<file path="src/tdsp_pkg.sv">
`timescale 1ns / 1ps
package tdsp_pkg;

  localparam int unsigned NODE_W = 10;
  localparam int unsigned WORD_W = 32;
  localparam int unsigned TIME_W = 48;
  localparam int unsigned SUM_W  = TIME_W + 1;
  localparam int unsigned COST_W = 34;
  localparam int unsigned ROOT_W = 17;

  localparam logic [TIME_W-1:0] TIME_MAX = {TIME_W{1'b1}};

  localparam logic CFG_SOURCE = 1'b0;
  localparam logic CFG_GOAL   = 1'b1;

  typedef struct packed {
    logic [NODE_W-1:0] from_node;
    logic [NODE_W-1:0] to_node;
    logic [WORD_W-1:0] edge_a;
    logic [WORD_W-1:0] edge_b;
    logic              last;
  } in_word_t;

  typedef struct packed {
    logic [TIME_W-1:0] arrival_time;
    logic              reachable;
  } out_word_t;

  typedef struct packed {
    logic [TIME_W-1:0] best_time;
    logic              reached;
    logic              finished;
  } node_ent_t;

  typedef enum logic [3:0] {
    S_IDLE,
    S_CLEAR,
    S_INIT,
    S_SCAN,
    S_FINISH,
    S_EDGE_RD,
    S_EDGE_CHK,
    S_COST,
    S_RELAX,
    S_GOAL_RD,
    S_GOAL,
    S_EMIT
  } ctrl_state_e;

  typedef enum logic [2:0] {
    C_IDLE,
    C_SQRT,
    C_DIV,
    C_ACC,
    C_DONE
  } cost_state_e;

  typedef struct packed {
    logic load;
    logic clear;
    logic init;
    logic ctr_clr;
    logic scan;
    logic finish;
    logic edge_chk;
    logic cost_wait;
    logic relax;
    logic goal_rd;
    logic goal;
    logic emit;
  } cmd_t;

  typedef struct packed {
    logic last_acc;
    logic clear_done;
    logic src_ok;
    logic scan_done;
    logic found;
    logic edge_end;
    logic edge_match;
    logic cost_done;
    logic out_free;
  } sts_t;

endpackage

</file>
<file path="src/tdsp_ctrl.sv">
`timescale 1ns / 1ps
module tdsp_ctrl import tdsp_pkg::*; (
  input  logic clk_i,
  input  logic rst_ni,
  input  sts_t sts_i,
  output cmd_t cmd_o
);

  ctrl_state_e state_q, state_d;

  always_ff @(posedge clk_i or negedge rst_ni) begin
    if (!rst_ni) begin
      state_q <= S_IDLE;
    end else begin
      state_q <= state_d;
    end
  end

  always_comb begin
    state_d = state_q;
    unique case (state_q)
      S_IDLE:     if (sts_i.last_acc) state_d = S_CLEAR;
      S_CLEAR:    if (sts_i.clear_done) state_d = sts_i.src_ok ? S_INIT : S_GOAL_RD;
      S_INIT:     state_d = S_SCAN;
      S_SCAN:     if (sts_i.scan_done) state_d = sts_i.found ? S_FINISH : S_GOAL_RD;
      S_FINISH:   state_d = S_EDGE_RD;
      S_EDGE_RD:  state_d = sts_i.edge_end ? S_SCAN : S_EDGE_CHK;
      S_EDGE_CHK: state_d = sts_i.edge_match ? S_COST : S_EDGE_RD;
      S_COST:     if (sts_i.cost_done) state_d = S_RELAX;
      S_RELAX:    state_d = S_EDGE_RD;
      S_GOAL_RD:  state_d = S_GOAL;
      S_GOAL:     state_d = S_EMIT;
      S_EMIT:     if (sts_i.out_free) state_d = S_IDLE;
      default:    state_d = S_IDLE;
    endcase
  end

  always_comb begin
    cmd_o = '0;
    unique case (state_q)
      S_IDLE: begin
        cmd_o.load    = 1'b1;
        cmd_o.ctr_clr = 1'b1;
      end
      S_CLEAR: cmd_o.clear = 1'b1;
      S_INIT: begin
        cmd_o.init    = 1'b1;
        cmd_o.ctr_clr = 1'b1;
      end
      S_SCAN:   cmd_o.scan = 1'b1;
      S_FINISH: cmd_o.finish = 1'b1;
      S_EDGE_RD: begin
        cmd_o.ctr_clr = sts_i.edge_end;
      end
      S_EDGE_CHK: cmd_o.edge_chk = 1'b1;
      S_COST:     cmd_o.cost_wait = 1'b1;
      S_RELAX:    cmd_o.relax = 1'b1;
      S_GOAL_RD:  cmd_o.goal_rd = 1'b1;
      S_GOAL:     cmd_o.goal = 1'b1;
      S_EMIT:     cmd_o.emit = 1'b1;
      default:    cmd_o = '0;
    endcase
  end

endmodule

</file>
<file path="config.mk">
export PLATFORM = sky130hd
export DESIGN_NAME = tdsp_ctrl
export DESIGN_NICKNAME = d
export VERILOG_FILES = /design/src/tdsp_pkg.sv /design/src/tdsp_ctrl.sv
export SDC_FILE = /design/constraint.sdc
export NUM_CORES = 1
export LEC_CHECK = 0
export ABC_AREA = 1
export BUFFER_PORTS_ARGS = -buffer_cell sky130_fd_sc_hd__buf_2
export CAP_MARGIN = 20
export CORE_AREA = 4 4 41 43
export DETAILED_ROUTE_END_ITERATION = 7
export DIE_AREA = 0 0 45 47
export GPL_TIMING_DRIVEN = 0
export PLACE_DENSITY = 0.66
export SYNTH_ARGS = -nofsm -noshare
export SYNTH_HDL_FRONTEND = slang
export SYNTH_SLANG_ARGS = --single-unit
</file>
<file path="constraint.sdc">
create_clock -name clk_i -period 1.4 [get_ports clk_i]
set_input_delay 0.14 -clock clk_i [delete_from_list [all_inputs] [get_ports clk_i]]
set_output_delay 0.14 -clock clk_i [all_outputs]
set_load 0.01 [all_outputs]
</file>
---- Word level (Yosys, flattened, before mapping) ----
Cells that the tools add are included.
storage, ports and cells
  flip-flop bits (word level) ............. 4
  bits of input ports ..................... 11
  output and inout bits ................... 12
  word-level logic and storage cells ...... 43
operators by class
  equality and inequality tests ........... 16
  muxes and demuxes ....................... 22
  reductions and logical operators ........ 4
operators by type and width
  cell                count
  $pmux 4 s11         1
  $mux 4              7
  $eq 4x3->1 const B  4
  $eq 4x4->1 const B  4
  $mux 1              11
  $ne 2x2->1 const B  5
  $eq 4x2->1 const B  2
  $reduce_and 5->1    1
  $eq 4x1->1 const B  1
  $logic_not 4->1     1
  $reduce_or 2->1     2
  $mux 3              1
  $mux 2              1
  $pmux 1 s2          1

---- Depth between registers and ports, before layout ----
  depth after elaboration ................. 3
  mapped depth ............................ 9
  mapped depth without buffers ............ 9

---- Worst setup path after synthesis ----
OpenSTA, ideal clock, no wires.
  path kind ............................... register -> register
  start point ............................. register state_q[1]
  end point ............................... register state_q[1]
  library setup time ...................... 0.065 ns
  arrival ................................. 1.098 ns
  data required time ...................... 1.335 ns
  slack ................................... 0.237 ns
  stages on the path, launching flop included .. 10
  buffers on the path ..................... 0
  clock period less this slack ............ 1.163 ns
  cell sequence ........................... dfrtp_1 -> inv_1 -> nand2_1 -> nor2_1 -> nand2_1 -> nand2_1 -> inv_1 -> nand2_1 -> nand2_1 -> nand2_1
on the way
  word-level cells in the longest chain between the ends .. 3
  elaborated cells between the ends (all ways) .. 20
  classes of those cells .................. 16 x eq/ne; 1 x mux; 3 x reduce/logical
ends and longest elaborated chain
  item                                                     line             text
  start: declaration                                       tdsp_ctrl.sv:9   ctrl_state_e state_q, state_d;
  start signal: assignment                                 tdsp_ctrl.sv:15  state_q <= state_d;
  $eq 4x4->1, or another cell as far along                 tdsp_ctrl.sv:21  unique case (state_q)
  $reduce_or 2->1 (no line) or $ne 2x2->1 (tied branches)  -
  $pmux 4 s11 or $reduce_and 5->1 (tied branches)          -
Several ways; a longest one is shown, not always the timed one.
A chain may end at the register's enable or synchronous reset.

==> key figures <==
Status
  – Status: finished clean

Drt
  – Avg WL per Cell: 9.44 um
  – Vias: 563
  – Top routing layer in use: met3
  – Final wirelength: 1.19 mm
  – Wire length on met3: 111 um
  – Post-DRT Antenna Nets: 0
  – Initial DRC count: 10
  – Routed wire length on met2: 534 um
  – Vias per Instance: 4.47
  – Metal-1 WL: 544 um
  – DRC viols: 0
  – First-pass DRT Iterations: 4

Setup path
  – Setup crit start kind: register
  – Critical path type: register to output port
  – Crit path max fanout: 6
  – Worst endpoint required time: 1.26 ns
  – Worst EP arrival: 1.20 ns
  – CP endpoint kind: output port

Synthesis
  – Sequential element share of the synthesized area: 0.223
  – Avg Cell Area, Syn: 5.27 um2
  – Seq cells post-synth: 4
  – Syn Std Cell Area: 448 um2
  – Synth warnings: 0
  – Cell variety after synth: 13
  – Syn Nets: 96
  – Cells after synthesis: 85

Clock network
  – Root buffer cell: clkbuf_4
  – Num CTS Buffers: 3
  – TritonCTS clock tree: done
  – Max H-tree Level: 1
  – Max clock buf depth: 2
  – Setup repair bufs after CTS: 0
  – Num Clock Sinks: 4
  – Clock slew at reported path FFs: 0.03 ns
  – Worst-Skew Late Latency: 0.23 ns

Timing
  – Slew Limit Fails: 0
  – Fin crit period: 1.34 ns
  – Setup violations, final: 0
  – Unrepaired setup endpoints after global routing: true
  – Max_slew headroom: 0.834
  – Fmax: 748 MHz
  – Period Utilization, post-route: 0.955
  – Worst Tran Pin Value: 0.246 ns
  – Fin. Hold Viols: 0
  – Clk_skew: 0.00478 ns

Cells and area
  – Largest regs: state_q x4
  – Final nets: 124
  – Syn-to-layout area delta: 39.4%
  – N_diodes: 0
  – Fraction of layout cells with a size suffix above 1: 0.378
  – Number of flip-flops in the largest register: 4
  – Non-filler instance count after layout: 126
  – Top reg by flops: state_q
  – Fillers: 158

Placement
  – # placed instances: 122
  – Routability congestion estimate: 0.780
  – Port buffer count: 22
  – Post-DP HPWL: 977 um

Floorplanning
  – Core Region: 1300 um2
  – Die Y: 47 um
  – Initial Utilization: 0.344
  – Die Width: 45 um
  – Die ar.: 2120 um2
  – Top-Level Pins: 23
  – Num rows: 13

Pwr
  – VDD IR max: 0.852 mV
  – Leak: 0.000405 uW
  – P per Cell Area: 1860 nW/um2
  – Total power: 1160 uW

GRT
  – GRT overflow: 0
  – Vias in the first global route: 527
  – First-pass GRT wire length: 1.99 mm
  – Initial antenna violation count: 0
  – Tot GR Track Use: 0.129
  – Largest net degree at the start of global routing: 8

Hold path
  – Hold WC Path Type: input port to register

Job
  – Max_cap viols: 0
-- area by class of cell --
class | count | area, um2 | share of cell area
multi-input cells | 67 | 308 | 0.493
repair buffers | 23 | 120 | 0.192
flip-flops and latches | 4 | 103 | 0.164
inverters | 14 | 52.6 | 0.0842
clock buffers | 3 | 22.5 | 0.0361
well taps | 15 | 18.8 | 0.0301
-- per-layer routing --
metal,vias up,global-route usage
met5,-,0
met4,0,0.0702
met3,0,0.0115
met2,25,0.201
met1,229,0.177
li1,309,-
-- report_power, final --
part	total, uW	internal (uW)	switching, uW
combinational	777	275	503
sequential	246	169	76.8
clock	138	95.5	42.1
total	1160	539	622
-- worst paths after layout --
path	startpoint	end	slack, ns	cells past startpoint
worst max-delay path	state_q[3]	cmd_o[4]	0.06	4
worst min-delay path	sts_i[1]	state_q[2]	0.20	4
worst max register to register	state_q[3]	state_q[2]	0.14	8
worst min register to register	state_q[1]	state_q[1]	0.61	2
max in group asynchronous	rst_ni	state_q[0]	1.03	2
min in group asynchronous	rst_ni	state_q[1]	0.24	2
-- logic make-up (layout without fill, tap and decap cells) --
logic type	after synthesis	after routing	share of synthesized area
and+or+nand+nor	61	61	0.592
AOI/OAI and AO/OA	6	6	0.0670
buffers and inverters	14	40	0.117
DFF	4	4	0.223
-- cell usage in the layout, fill, tap and decap left out --
master         synthesis  layout
a21oi_1                1       1
nand2_1               28      27
dfrtp_2                0       2
inv_1                 12      11
dfrtp_1                4       2
nor2_4                 0       1
o21ai_0                4       4
nor2_2                 4       5
dlygate4sd3_1          0       1
nand3_1                4       4
clkbuf_4               0       3
o21ai_1                1       1
nor2_1                17      15
nor3_1                 1       1
inv_2                  2       3
nand2_2                5       6
buf_2                  0      22
nand3b_1               2       2
-- Yosys cell counts --
cell type / count / area share
nor3_1: 1 / 0.011
dfrtp_1: 4 / 0.22
nand3_1: 4 / 0.045
nand3b_1: 2 / 0.034
nor2_2: 4 / 0.056
a21oi_1: 1 / 0.011
nand2_2: 5 / 0.070
nand2_1: 28 / 0.23
o21ai_0: 4 / 0.045
inv_2: 2 / 0.017
nor2_1: 17 / 0.14
inv_1: 12 / 0.10
o21ai_1: 1 / 0.011
-- worst max-delay path, stage by stage (launching register included) --
cell,delay [ns]
dfrtp_1,0.43
inv_2,0.10
nand2_2,0.09
nor2_2,0.18
buf_2,0.16
-- per-stage QoR --
stage          hold slack, ns  setup WS [ns]  setup TNS [ns]  utilization  instance area (um2)
2_1_floorplan          -0.156          0.237               0            -                  448
3_3_place_gp          -0.0554          0.144               0        0.443                  577
3_5_place_dp          -0.0543          0.136               0        0.443                  577
4_1_cts                 0.195         0.0143               0        0.470                  612
5_1_grt                 0.206        -0.0193         -0.0193        0.480                  624
6_report                0.198         0.0625               0        0.480                  624
-- repair_timing --
action                     in CTS  in global routing
resized for setup               1                  6
hold buffers                    1                  0
pin swaps                       0                  1
hold endpoints to repair        4                  0
setup endpoints to repair       1                 10
(Power assumes the default switching activity.)
